`src/rtl/aabb_pkg.sv`:
```
// shared types, constants and codes of the blocked move block
`timescale 1ns / 1ps

package aabb_pkg;

  // table geometry
  localparam int MaxRects = 64;
  localparam int IdxW     = $clog2(MaxRects);
  localparam int CntW     = 7;

  // field widths
  localparam int CoordW   = 16;
  localparam int SizeW    = 12;
  localparam int OffW     = 11;
  localparam int ActW     = 2;
  localparam int SlotW    = 6;
  localparam int SumW     = CoordW + 2;

  // action codes
  localparam logic [ActW-1:0] ActLoad = 2'd0;
  localparam logic [ActW-1:0] ActMove = 2'd1;
  localparam logic [ActW-1:0] ActTest = 2'd2;

  // one rectangle: top-left origin and size
  typedef struct packed {
    logic signed [CoordW-1:0] x;
    logic signed [CoordW-1:0] y;
    logic        [SizeW-1:0]  w;
    logic        [SizeW-1:0]  h;
  } rect_t;

  localparam int RectW = $bits(rect_t);

  typedef enum logic [1:0] {
    ST_IDLE = 2'b01,
    ST_PASS = 2'b10
  } state_e;

  // which test the current pass makes
  typedef enum logic [2:0] {
    PH_X = 3'b001,
    PH_Y = 3'b010,
    PH_F = 3'b100
  } phase_e;

endpackage

```
`src/rtl/aabb_ram.sv`:
```
// generic single write port ram with registered read
`timescale 1ns / 1ps

module aabb_ram #(
  parameter int Width = 8,
  parameter int Depth = 16
) (
  input  logic                     clk_i,
  input  logic                     we_i,
  input  logic [$clog2(Depth)-1:0] waddr_i,
  input  logic [Width-1:0]         wdata_i,
  input  logic [$clog2(Depth)-1:0] raddr_i,
  output logic [Width-1:0]         rdata_o
);

  logic [Width-1:0] mem_q [Depth];

  always_ff @(posedge clk_i) begin
    if (we_i) begin
      mem_q[waddr_i] <= wdata_i;
    end
    rdata_o <= mem_q[raddr_i];
  end

endmodule

```
`src/rtl/aabb_ovl.sv`:
```
// strict overlap compare of a box against one table rectangle
`timescale 1ns / 1ps

module aabb_ovl (
  input  aabb_pkg::rect_t box_i,
  input  aabb_pkg::rect_t rect_i,
  output logic            hit_o
);

  import aabb_pkg::*;

  logic signed [SumW-1:0] bx, by, rx, ry;
  logic signed [SumW-1:0] bx_end, by_end, rx_end, ry_end;

  assign bx     = SumW'(box_i.x);
  assign by     = SumW'(box_i.y);
  assign rx     = SumW'(rect_i.x);
  assign ry     = SumW'(rect_i.y);
  assign bx_end = bx + $signed(SumW'(box_i.w));
  assign by_end = by + $signed(SumW'(box_i.h));
  assign rx_end = rx + $signed(SumW'(rect_i.w));
  assign ry_end = ry + $signed(SumW'(rect_i.h));

  // edges that only touch give no hit; a zero size side still hits strictly inside the other
  assign hit_o = (bx < rx_end) && (rx < bx_end) && (by < ry_end) && (ry < by_end);

endmodule

```
`src/rtl/aabb_step.sv`:
```
// saturating add of a step to a coordinate
`timescale 1ns / 1ps

module aabb_step (
  input  logic signed [aabb_pkg::CoordW-1:0] base_i,
  input  logic signed [aabb_pkg::OffW-1:0]   step_i,
  output logic signed [aabb_pkg::CoordW-1:0] sum_o
);

  import aabb_pkg::*;

  logic signed [CoordW:0] sum;

  assign sum = (CoordW+1)'(base_i) + (CoordW+1)'(step_i);

  always_comb begin
    if (sum[CoordW] == sum[CoordW-1]) begin
      sum_o = sum[CoordW-1:0];
    end else if (sum[CoordW]) begin
      sum_o = {1'b1, {(CoordW-1){1'b0}}};
    end else begin
      sum_o = {1'b0, {(CoordW-1){1'b1}}};
    end
  end

endmodule

```
`src/rtl/aabb_blocked_move.sv`:
```
// top level: obstacle table, pass sequencer and result register
//
//  channel | signals                            | direction | accepted when
//  --------+------------------------------------+-----------+---------------------
//  cfg     | cfg_valid_i cfg_ready_o cfg_data_i | in        | valid and ready
//  in      | in_valid_i in_stall_o + fields     | in        | valid and not stall
//  out     | out_valid_o out_stall_i + fields   | out       | valid and not stall
//
// a load word goes into the table at the edge it is accepted
// a pass reads entries 0 .. n-1 (n = clamped rect_count)
// a move makes two passes, a third when both steps were undone
// a test makes one pass; every pass reads the table through the single ram read port
// reset clears the control state and rect_count; table contents are kept as is
// a finished result waits in the output register, a later one holds in the sequencer
`timescale 1ns / 1ps

module aabb_blocked_move (
  input  logic                                clk_i,
  input  logic                                rst_ni,
  // configuration
  input  logic                                cfg_valid_i,
  output logic                                cfg_ready_o,
  input  logic [aabb_pkg::CntW-1:0]           cfg_data_i,
  // input words
  input  logic                                in_valid_i,
  output logic                                in_stall_o,
  input  logic [aabb_pkg::ActW-1:0]           action_i,
  input  logic [aabb_pkg::SlotW-1:0]          entry_index_i,
  input  logic signed [aabb_pkg::CoordW-1:0]  pos_x_i,
  input  logic signed [aabb_pkg::CoordW-1:0]  pos_y_i,
  input  logic [aabb_pkg::SizeW-1:0]          box_width_i,
  input  logic [aabb_pkg::SizeW-1:0]          box_height_i,
  input  logic signed [aabb_pkg::OffW-1:0]    offset_x_i,
  input  logic signed [aabb_pkg::OffW-1:0]    offset_y_i,
  // result words
  output logic                                out_valid_o,
  input  logic                                out_stall_i,
  output logic signed [aabb_pkg::CoordW-1:0]  new_x_o,
  output logic signed [aabb_pkg::CoordW-1:0]  new_y_o,
  output logic                                blocked_x_o,
  output logic                                blocked_y_o,
  output logic                                overlap_o
);

  import aabb_pkg::*;

  // control state
  state_e               state_q, state_d;
  phase_e               phase_q, phase_d;
  logic [CntW-1:0]      cnt_q, cnt_d;     // clamped rect_count
  logic [CntW-1:0]      idx_q, idx_d;     // next entry to read
  logic                 pend_q, pend_d;   // ram data valid this cycle
  logic                 hit_q, hit_d;     // running or of the pass
  logic                 out_valid_q, out_valid_d;

  // payload of the word at work
  logic signed [CoordW-1:0] px_q, px_d;
  logic signed [CoordW-1:0] py_q, py_d;
  logic [SizeW-1:0]         w_q, w_d;
  logic [SizeW-1:0]         h_q, h_d;
  logic signed [OffW-1:0]   oy_q, oy_d;
  logic signed [CoordW-1:0] cur_x_q, cur_x_d;
  logic signed [CoordW-1:0] cur_y_q, cur_y_d;
  logic                     bx_q, bx_d;
  logic                     by_q, by_d;

  // result register
  logic signed [CoordW-1:0] new_x_q, new_x_d;
  logic signed [CoordW-1:0] new_y_q, new_y_d;
  logic                     blk_x_q, blk_x_d;
  logic                     blk_y_q, blk_y_d;
  logic                     ovl_q, ovl_d;

  logic                 in_acc;
  logic                 out_free;
  logic                 ram_we;
  logic [RectW-1:0]     ram_wdata;
  logic [RectW-1:0]     ram_rdata;
  rect_t                box;
  rect_t                rect_rd;
  logic                 ovl_hit;
  logic signed [CoordW-1:0] step_base;
  logic signed [OffW-1:0]   step_off;
  logic signed [CoordW-1:0] step_sum;
  logic                 pass_done;

  assign cfg_ready_o = 1'b1;
  assign in_stall_o  = (state_q != ST_IDLE);
  assign in_acc      = in_valid_i && !in_stall_o;
  assign out_free    = !out_valid_q || !out_stall_i;

  // loads go straight into the table; slots past the table are dropped
  assign ram_we    = in_acc && (action_i == ActLoad) && (int'(entry_index_i) < MaxRects);
  assign ram_wdata = {pos_x_i, pos_y_i, box_width_i, box_height_i};

  aabb_ram #(
    .Width (RectW),
    .Depth (MaxRects)
  ) u_ram (
    .clk_i   (clk_i),
    .we_i    (ram_we),
    .waddr_i (IdxW'(entry_index_i)),
    .wdata_i (ram_wdata),
    .raddr_i (idx_q[IdxW-1:0]),
    .rdata_o (ram_rdata)
  );

  // shared compare unit, one table entry per cycle
  assign box     = '{x: cur_x_q, y: cur_y_q, w: w_q, h: h_q};
  assign rect_rd = rect_t'(ram_rdata);

  aabb_ovl u_ovl (
    .box_i  (box),
    .rect_i (rect_rd),
    .hit_o  (ovl_hit)
  );

  // shared step adder: x step at accept, y step after the x pass
  assign step_base = (state_q == ST_IDLE) ? pos_x_i : py_q;
  assign step_off  = (state_q == ST_IDLE) ? offset_x_i : oy_q;

  aabb_step u_step (
    .base_i (step_base),
    .step_i (step_off),
    .sum_o  (step_sum)
  );

  // all entries read and the last one compared
  assign pass_done = (idx_q >= cnt_q) && !pend_q;

  always_comb begin
    state_d     = state_q;
    phase_d     = phase_q;
    cnt_d       = cnt_q;
    idx_d       = idx_q;
    pend_d      = 1'b0;
    hit_d       = hit_q;
    out_valid_d = out_valid_q;
    px_d        = px_q;
    py_d        = py_q;
    w_d         = w_q;
    h_d         = h_q;
    oy_d        = oy_q;
    cur_x_d     = cur_x_q;
    cur_y_d     = cur_y_q;
    bx_d        = bx_q;
    by_d        = by_q;
    new_x_d     = new_x_q;
    new_y_d     = new_y_q;
    blk_x_d     = blk_x_q;
    blk_y_d     = blk_y_q;
    ovl_d       = ovl_q;

    if (out_valid_q && !out_stall_i) begin
      out_valid_d = 1'b0;
    end

    if (cfg_valid_i && cfg_ready_o) begin
      cnt_d = (int'(cfg_data_i) > MaxRects) ? CntW'(MaxRects) : cfg_data_i;
    end

    case (state_q)
      ST_IDLE: begin
        if (in_acc && (action_i == ActMove || action_i == ActTest)) begin
          px_d    = pos_x_i;
          py_d    = pos_y_i;
          w_d     = box_width_i;
          h_d     = box_height_i;
          oy_d    = offset_y_i;
          cur_y_d = pos_y_i;
          bx_d    = 1'b0;
          by_d    = 1'b0;
          idx_d   = '0;
          hit_d   = 1'b0;
          state_d = ST_PASS;
          if (action_i == ActMove) begin
            cur_x_d = step_sum;
            phase_d = PH_X;
          end else begin
            cur_x_d = pos_x_i;
            phase_d = PH_F;
          end
        end
      end
      ST_PASS: begin
        if (pend_q) begin
          hit_d = hit_q || ovl_hit;
        end
        if (idx_q < cnt_q) begin
          // issue the next read
          idx_d  = idx_q + 1'b1;
          pend_d = 1'b1;
        end else if (pass_done) begin
          case (phase_q)
            PH_X: begin
              if (hit_q) begin
                cur_x_d = px_q;
                bx_d    = 1'b1;
              end
              cur_y_d = step_sum;
              phase_d = PH_Y;
              idx_d   = '0;
              hit_d   = 1'b0;
            end
            PH_Y: begin
              if (hit_q && bx_q) begin
                // both steps undone: the start box still needs a test
                cur_y_d = py_q;
                by_d    = 1'b1;
                phase_d = PH_F;
                idx_d   = '0;
                hit_d   = 1'b0;
              end else if (out_free) begin
                // any other final box was already tested clear
                new_x_d     = cur_x_q;
                new_y_d     = hit_q ? py_q : cur_y_q;
                blk_x_d     = bx_q;
                blk_y_d     = hit_q;
                ovl_d       = 1'b0;
                out_valid_d = 1'b1;
                state_d     = ST_IDLE;
              end
            end
            PH_F: begin
              if (out_free) begin
                new_x_d     = cur_x_q;
                new_y_d     = cur_y_q;
                blk_x_d     = bx_q;
                blk_y_d     = by_q;
                ovl_d       = hit_q;
                out_valid_d = 1'b1;
                state_d     = ST_IDLE;
              end
            end
            default: begin
              state_d = ST_IDLE;
            end
          endcase
        end
      end
      default: begin
        state_d = ST_IDLE;
      end
    endcase
  end

  // control state
  always_ff @(posedge clk_i or negedge rst_ni) begin
    if (!rst_ni) begin
      state_q     <= ST_IDLE;
      phase_q     <= PH_X;
      cnt_q       <= '0;
      idx_q       <= '0;
      pend_q      <= 1'b0;
      hit_q       <= 1'b0;
      out_valid_q <= 1'b0;
    end else begin
      state_q     <= state_d;
      phase_q     <= phase_d;
      cnt_q       <= cnt_d;
      idx_q       <= idx_d;
      pend_q      <= pend_d;
      hit_q       <= hit_d;
      out_valid_q <= out_valid_d;
    end
  end

  // payload, no reset
  always_ff @(posedge clk_i) begin
    px_q    <= px_d;
    py_q    <= py_d;
    w_q     <= w_d;
    h_q     <= h_d;
    oy_q    <= oy_d;
    cur_x_q <= cur_x_d;
    cur_y_q <= cur_y_d;
    bx_q    <= bx_d;
    by_q    <= by_d;
    new_x_q <= new_x_d;
    new_y_q <= new_y_d;
    blk_x_q <= blk_x_d;
    blk_y_q <= blk_y_d;
    ovl_q   <= ovl_d;
  end

  assign out_valid_o = out_valid_q;
  assign new_x_o     = new_x_q;
  assign new_y_o     = new_y_q;
  assign blocked_x_o = blk_x_q;
  assign blocked_y_o = blk_y_q;
  assign overlap_o   = ovl_q;

endmodule

```
`config.mk`:
```
export PLATFORM = sky130hd
export DESIGN_NAME = aabb_blocked_move
export DESIGN_NICKNAME = d
export VERILOG_FILES = /design/src/rtl/aabb_pkg.sv /design/src/rtl/aabb_ram.sv /design/src/rtl/aabb_ovl.sv /design/src/rtl/aabb_step.sv /design/src/rtl/aabb_blocked_move.sv
export SDC_FILE = /design/constraint.sdc
export NUM_CORES = 2
export LEC_CHECK = 0
export ABC_AREA = 0
export BUFFER_PORTS_ARGS = -buffer_cell sky130_fd_sc_hd__buf_2
export CAP_MARGIN = 15
export CORE_UTILIZATION = 40
export DETAILED_ROUTE_END_ITERATION = 6
export PLACE_DENSITY = 0.64
export SLEW_MARGIN = 20
export SYNTH_ARGS = -nofsm -noshare
export SYNTH_HDL_FRONTEND = slang
export SYNTH_SLANG_ARGS = --single-unit
```
`constraint.sdc`:
```
create_clock -name clk_i -period 5.8 [get_ports clk_i]
set_input_delay 0.29 -clock clk_i [delete_from_list [all_inputs] [get_ports clk_i]]
set_output_delay 0.29 -clock clk_i [all_outputs]
set_load 0.1 [all_outputs]
```
After elaboration in Yosys (flattened, before gate mapping)
Memory sizes are Yosys's and may differ from the RTL's. A register that Yosys moved wholly into a read port is not among the register bits.
Index checks and enable logic that the tools add are counted.
{"block": "op_classes", "n_addsub": 6, "magnitude_cmp": 7, "eq_ne": 26, "mux": 84, "bitwise": 1, "n_reduce_logical": 28}
{"op": "$mux W16", "n": 19}
{"op": "$pmux W16 S2", "n": 5}
{"op": "$add A16 B13 Y17", "n": 4}
{"op": "$lt A16 B17 Y1", "n": 4}
{"op": "$mux W7", "n": 5}
{"op": "$mux W1", "n": 30}
{"op": "$pmux W7 S2", "n": 2}
{"op": "$reduce_and A6 Y1", "n": 3}
{"op": "$add A16 B11 Y17", "n": 1}
{"op": "$ne A2 B2 Y1 const B", "n": 8}
{"op": "$pmux W1 S2", "n": 8}
{"op": "$mux W3", "n": 5}
{"op": "$reduce_and A5 Y1", "n": 3}
{"op": "$pmux W3 S2", "n": 2}
{"op": "$mux W11", "n": 1}
{"op": "$mux W2", "n": 5}
{"op": "$logic_and A1 B1 Y1", "n": 9}
{"op": "$ne A3 B3 Y1 const B", "n": 3}
{"op": "$ne A2 B1 Y1 const B", "n": 4}
{"op": "$add A7 B1 Y7 const B", "n": 1}
{"op": "$ge A7 B7 Y1", "n": 1}
{"op": "$gt A7 B7 Y1 const B", "n": 1}
{"op": "$lt A7 B7 Y1", "n": 1}
{"op": "$reduce_and A7 Y1", "n": 1}
{"op": "other kinds (17)", "n": 26}
{"block": "word_totals", "ff_bits": 158, "ramBits": 3584, "inputBits": 98, "output_inout_bits": 38, "word_cells": 174, "memories": 1}
{"memory": "u_ram.mem_q", "words": 64, "word_bits": 56, "read_ports": 1, "rd_ports_with_merged_regs": 1, "write_ports": 1, "line_no": "aabb_ram.sv:16", "text": "logic [Width-1:0] mem_q [Depth];"}

Logic depth before layout (Yosys ltp)
{"block": "logic_depth", "ltp_word": 12, "ltp_mapped": 18}

Cells and area by module
Synthesis repeated with hierarchy kept, for this count alone.
{"block": "unflattened", "hier_cells": 6853, "area_unflattened_um2": 148140.8}
{"mod": "aabb_ram", "n_inst": 1, "cells_each": 5750, "area_each_um2": 136497.2, "seq_area_each_um2": 108744.3}
{"mod": "aabb_blocked_move", "n_inst": 1, "cells_each": 448, "area_each_um2": 6688.9, "seq_area_each_um2": 4636.9}
{"mod": "aabb_ovl", "n_inst": 1, "cells_each": 505, "area_each_um2": 3814.9, "seq_area_each_um2": 0.0}
{"mod": "aabb_step", "n_inst": 1, "cells_each": 150, "area_each_um2": 1139.8, "seq_area_each_um2": 0.0}

Worst setup path after synthesis
No wires, ideal clock.
{"block": "synth_timing", "path_type": "reg2reg", "startpoint": "reg state_q[0]", "endpoint": "reg cur_x_q[0], data pin", "setup_time_ns": 0.274, "t_arrival_ns": 4.177, "slack_ns": 1.348, "stages_incl_launch_ff": 17, "n_path_buf": 3, "synth_period_minus_slack_ns": 4.452, "cell_sequence": "dfstp_2 > nor2b_1 > clkbuf_1 > inv_2 > clkbuf_1 > nand2_1 > nand2_1 > ha_1 > fa_1 > a211o_1 > a211o_1 > nand3_1 > a31o_2 > nand2_1 > buf_2 > o211ai_1 > a31oi_1"}
{"block": "synth_via", "elab_chain_len": 8}
{"element": "from (decl)", "line_no": "aabb_blocked_move.sv:48", "text": "state_e state_q, state_d;"}
{"element": "from (signal assigned)", "line_no": "aabb_blocked_move.sv:258", "text": "state_q <= state_d;"}
{"element": "$eq A2 B1 Y1", "line_no": "aabb_blocked_move.sv:119, aabb_blocked_move.sv:120, aabb_blocked_move.sv:162"}
{"element": "$mux W16 or $mux W11 (tied branches)", "line_no": "aabb_blocked_move.sv:119, aabb_blocked_move.sv:120"}
{"element": "$add A16 B11 Y17", "line_no": "aabb_step.sv:14", "text": "assign sum = (CoordW+1)'(base_i) + (CoordW+1)'(step_i);"}
{"element": "$mux W16 or $eq A1 B1 Y1 (tied branches)", "line_no": "aabb_step.sv:19, aabb_step.sv:17"}
{"element": "$mux W16", "line_no": "aabb_step.sv:17", "text": "if (sum[CoordW] == sum[CoordW-1]) begin"}
{"element": "$mux W16", "line_no": "aabb_blocked_move.sv:176", "text": "if (action_i == ActMove) begin"}
{"element": "$mux W16", "line_no": "aabb_blocked_move.sv:164", "text": "if (in_acc && (action_i == ActMove || action_i == ActTest)) begin"}
{"element": "$pmux W16 S2 *", "line_no": "aabb_blocked_move.sv:162", "text": "case (state_q)"}
{"element": "named net cur_x_d[0]", "line_no": "aabb_blocked_move.sv:62", "text": "logic signed [CoordW-1:0] cur_x_q, cur_x_d;"}
{"element": "to (signal assigned)", "line_no": "aabb_blocked_move.sv:275", "text": "cur_x_q <= cur_x_d;"}
{"element": "to (decl)", "line_no": "aabb_blocked_move.sv:62"}
Mark *: on every way through the listed nets, which the timed path passes. The rest lies on a longest branch. The select of a mux whose other input is x is not followed.
A chain may end at the register's enable or synchronous reset.

Worst setup path in the final report
{"block": "layout_timing", "startpoint": "reg state_q[0]", "endpoint": "mem u_ram.mem_q[63][4] (netlist bit), enable pin"}
{"block": "layout_via", "elab_chain_len": 6}
{"element": "$ne A2 B1 Y1", "line_no": "aabb_blocked_move.sv:88", "text": "assign in_stall_o = (state_q != ST_IDLE);"}
{"element": "$logic_not A1 Y1", "line_no": "aabb_blocked_move.sv:89", "text": "assign in_acc = in_valid_i && !in_stall_o;"}
{"element": "$logic_and A1 B1 Y1", "line_no": "aabb_blocked_move.sv:89"}
{"element": "$logic_and A1 B1 Y1", "line_no": "aabb_blocked_move.sv:93", "text": "assign ram_we = in_acc && (action_i == ActLoad) && (int'(entry_index_i) < MaxRects);"}
{"element": "$mux W1", "line_no": "aabb_ram.sv:19", "text": "if (we_i) begin"}
{"element": "$mux W1 (implied by the code)", "line_no": "aabb_ram.sv:20", "text": "mem_q[waddr_i] <= wdata_i;"}
{"element": "to (decl)", "line_no": "aabb_ram.sv:16"}
No other way between the ends.

==> results.json <==
{
  "worstPathRequired_ns": 6.39,
  "yosysWarningCount": 0,
  "cts.sinks": 3798,
  "worst_slack_ns": 1.51,
  "place.gp.congestion": 0.915,
  "path_cells": "nor2b_2 > buf_4 > nand3_1 > nor2_1 > nand3_1 > nor2_4 > buf_12",
  "ys_top_cells_by_area": "edfxtp_1 75%, mux4_2 18%, ha_1 1.2%, dfxtp_1 0.76%, clkbuf_1 0.44%",
  "p_sw_share_pct": 26.3,
  "finalPower_mw": 68.9,
  "stdcell_count": 12200,
  "via_per_inst": 5.94,
  "finalInstanceArea_um2": 170000,
  "dpl.hpwl_um": 242000,
  "place_inst": 11400,
  "post_cts_buffers": 0,
  "synth_top_area_share_pct": 75.3,
  "netlist_area_um2": 148000,
  "antenna_found_initial": 59,
  "final_hold_viol_count": 0,
  "drive_gt1_share_pct": 30.3,
  "fin_crit_sh_pct": 74.1,
  "start_util_pct": 40.2,
  "die_h_um": 611,
  "final.setup.tns_ns": 0,
  "cp_slowest_stage_delay_ns": 1.15,
  "fp.dieW_um": 611,
  "overflow": 0,
  "dr.pass1.iters": 6,
  "tightest_slew_ns": 1.18,
  "yosysMostFrequentCell": "edfxtp_1",
  "cts.reportedPaths.clkPinSlew_ns": 0.06,
  "pre_cts_ws_ns": 1.60,
  "cp-end-kind": "register",
  "worstSkewPairLatency_ns": 0.96,
  "slew_headroom_pct": 21.6,
  "utilization_pct": 46.0,
  "area_delta_synth_final_pct": 14.5,
  "ys_seq_area_share_pct": 76.5,
  "cp-start-kind": "register",
  "maxCapViolations": 0,
  "netlist_instances": 6370,
  "finalSetupViolations": 0,
  "clock_skew_ns": 0.0690,
  "worstSetupPathType": "register to register",
  "route.detailed.drc": 0,
  "grt_max_degree": 131,
  "cts_buffer_depth": 4,
  "slew_viol_final": 0,
  "drt_wl_total_um": 417000,
  "yosys-top-cells-count": "3720 x edfxtp_1, 1174 x mux4_2, 173 x clkbuf_1",
  "placed_area_um2": 157000,
  "power.density_nw_per_um2": 406,
  "period_needed_ns": 4.29,
  "grt_pass1_wl_um": 575000,
  "cts_buffers": 380,
  "power.leakage_nw": 51.7,
  "async_flop_share_pct": 0.579,
  "seq_power_share_pct": 45.1,
  "crit_fanout": 33,
  "crit_buf_inv": 2,
  "drtIter0Drc": 10200,
  "crit_path_frequent_cell": "nand3_1",
  "cts_resized": 0,
  "whs_ns": 0.0112,
  "ys.flop_type": "edfxtp_1",
  "clockPowerShare_pct": 35.2,
  "core_area_um2": 369000,
  "layout.nets": 7101,
  "grt_pass1_vias": 72100,
  "switchingPower_mw": 18.1,
  "vdd_ir_drop_max_v": 0.000419,
  "yosysUniqueCellTypes": 73,
  "ant_nets": 0,
  "fmax_mhz": 233,
  "cp_top_family": "simple AND/OR/NAND/NOR gates",
  "status": "finished, final reports clean",
  "dieArea_um2": 373000,
  "rsz0062_at_grt": "false",
  "cts_root_buf": "clkbuf_16",
  "p_int_mw": 50.8,
  "syn_avg_cell_area_um2": 23.3,
  "io_buffers": 134,
  "dr_total_vias": 72400,
  "synth_top_area_cell": "edfxtp_1",
  "worstPathArrival_ns": 4.88,
  "cts_tree": "done",
  "track_usage_pct": 22.1,
  "ys_ff_latch": 3798,
  "hold_path.class": "input pin to register",
  "post_drt_wl_per_cell_um": 34.2,
  "syn_nets": 6611,
  "fp-row-count": 223,
  "crit_slowest_cell": "nor2_4",
  "comb_power_share_pct": 19.7,
  "htreeDepth": 5,
  "io_pins": 136,
  "synth_edf_count": 3720
}
power groups by stage:
stage / Combinational [mW] / Sequential (mW) / Clock, mW
final: 13.6 / 31.1 / 24.3
after global routing: 14.5 / 31.0 / 25.6
after detailed placement: 13.6 / 31.6 / 0
after global placement: 13.6 / 31.6 / 0
after CTS: 13.7 / 31.0 / 24.6
after floorplan: 9.87 / 31.2 / 0
cells by family (layout without fill, tap and decap cells):
group           Yosys count  after routing  share of synthesized area (%)
compound gates          361            361                           1.53
xor+xnor                 49             49                          0.289
fa+ha+maj               148            148                           1.27
buf+inv                 363           1172                           1.02
flops                  3798           3798                           76.5
mux                    1196           1196                           18.0
other cells               1             61                        0.00253
simple gates            454            454                           1.42
layout by cell type (no fill, tap or decap), types with 57 or more instances in the layout:
cell type	n
o21ai_0	98
nand2_1	167
nor2_1	57
buf_2	122
nor2_4	64
ha_1	138
diode_2	60
clkbuf_1	82
mux4_2	1174
clkbuf_16	386
clkinv_1	80
a21oi_1	102
edfxtp_1	3720
buf_4	174
clkinv_2	69
dlygate4sd3_1	58
final timing paths:
kind | start | to | slack, ns | depth (start not counted)
worst max-delay path | state_q[0]$_DFFE_PN1P_ | u_ram.mem_q[63][4]$_DFFE_PP_ | 1.51 | 7
worst min-delay path | pos_y_i[8] | u_ram.mem_q[41][32]$_DFFE_PP_ | 0.01 | 2
worst max register to register | state_q[0]$_DFFE_PN1P_ | u_ram.mem_q[63][4]$_DFFE_PP_ | 1.51 | 7
worst min register to register | px_q[7]$_DFFE_PP_ | cur_x_q[7]$_DFFE_PP_ | 0.53 | 1
max in group asynchronous | rst_ni | idx_q[1]$_DFFE_PN0P_ | 5.44 | 3
min in group asynchronous | rst_ni | state_q[0]$_DFFE_PN1P_ | 0.11 | 2
sequential cells by signal, summed over array words and instances, names as in the netlist, 2 cells and up:
name	count
cnt_q	7
state_q	2
u_ram.rdata_o	56
new_y_o	16
px_q	16
phase_q	3
new_x_o	16
idx_q	7
h_q	12
u_ram.mem_q	3584
cur_x_q	16
w_q	12
py_q	16
oy_q	11
cur_y_q	16
layer usage:
| layer | wire length (um) | share of wire [%] | vias up | track usage (%) |
|---|---|---|---|---|
| met3 | 40900 | 9.8 | 698 | 4.34 |
| met1 | 163000 | 39 | 39300 | 30.9 |
| met2 | 195000 | 47 | 3990 | 34.2 |
| met4 | 16900 | 4.1 | 14 | 8.59 |
| li1 | - | - | 28400 | - |
| met5 | 87 | 0.021 | - | 0 |
cell type report:
| class | instances | area, um^2 |
|---|---|---|
| fill | 30200 | 199000 |
| sequential | 3798 | 113000 |
| clock inverter | 221 | 2110 |
| tap | 4950 | 6190 |
| timing repair buffer | 412 | 3660 |
| multi-input combinational | 2209 | 33900 |
| inverter | 59 | 223 |
| clock buffer | 480 | 10100 |
| antenna | 60 | 150 |
timing repair:
action                                 4_1_cts  5_1_grt
endpoints found under the hold margin      376      541
hold buffers                                49       10
setup endpoints to repair                    0        0
Power figures use the tool's default switching activity.
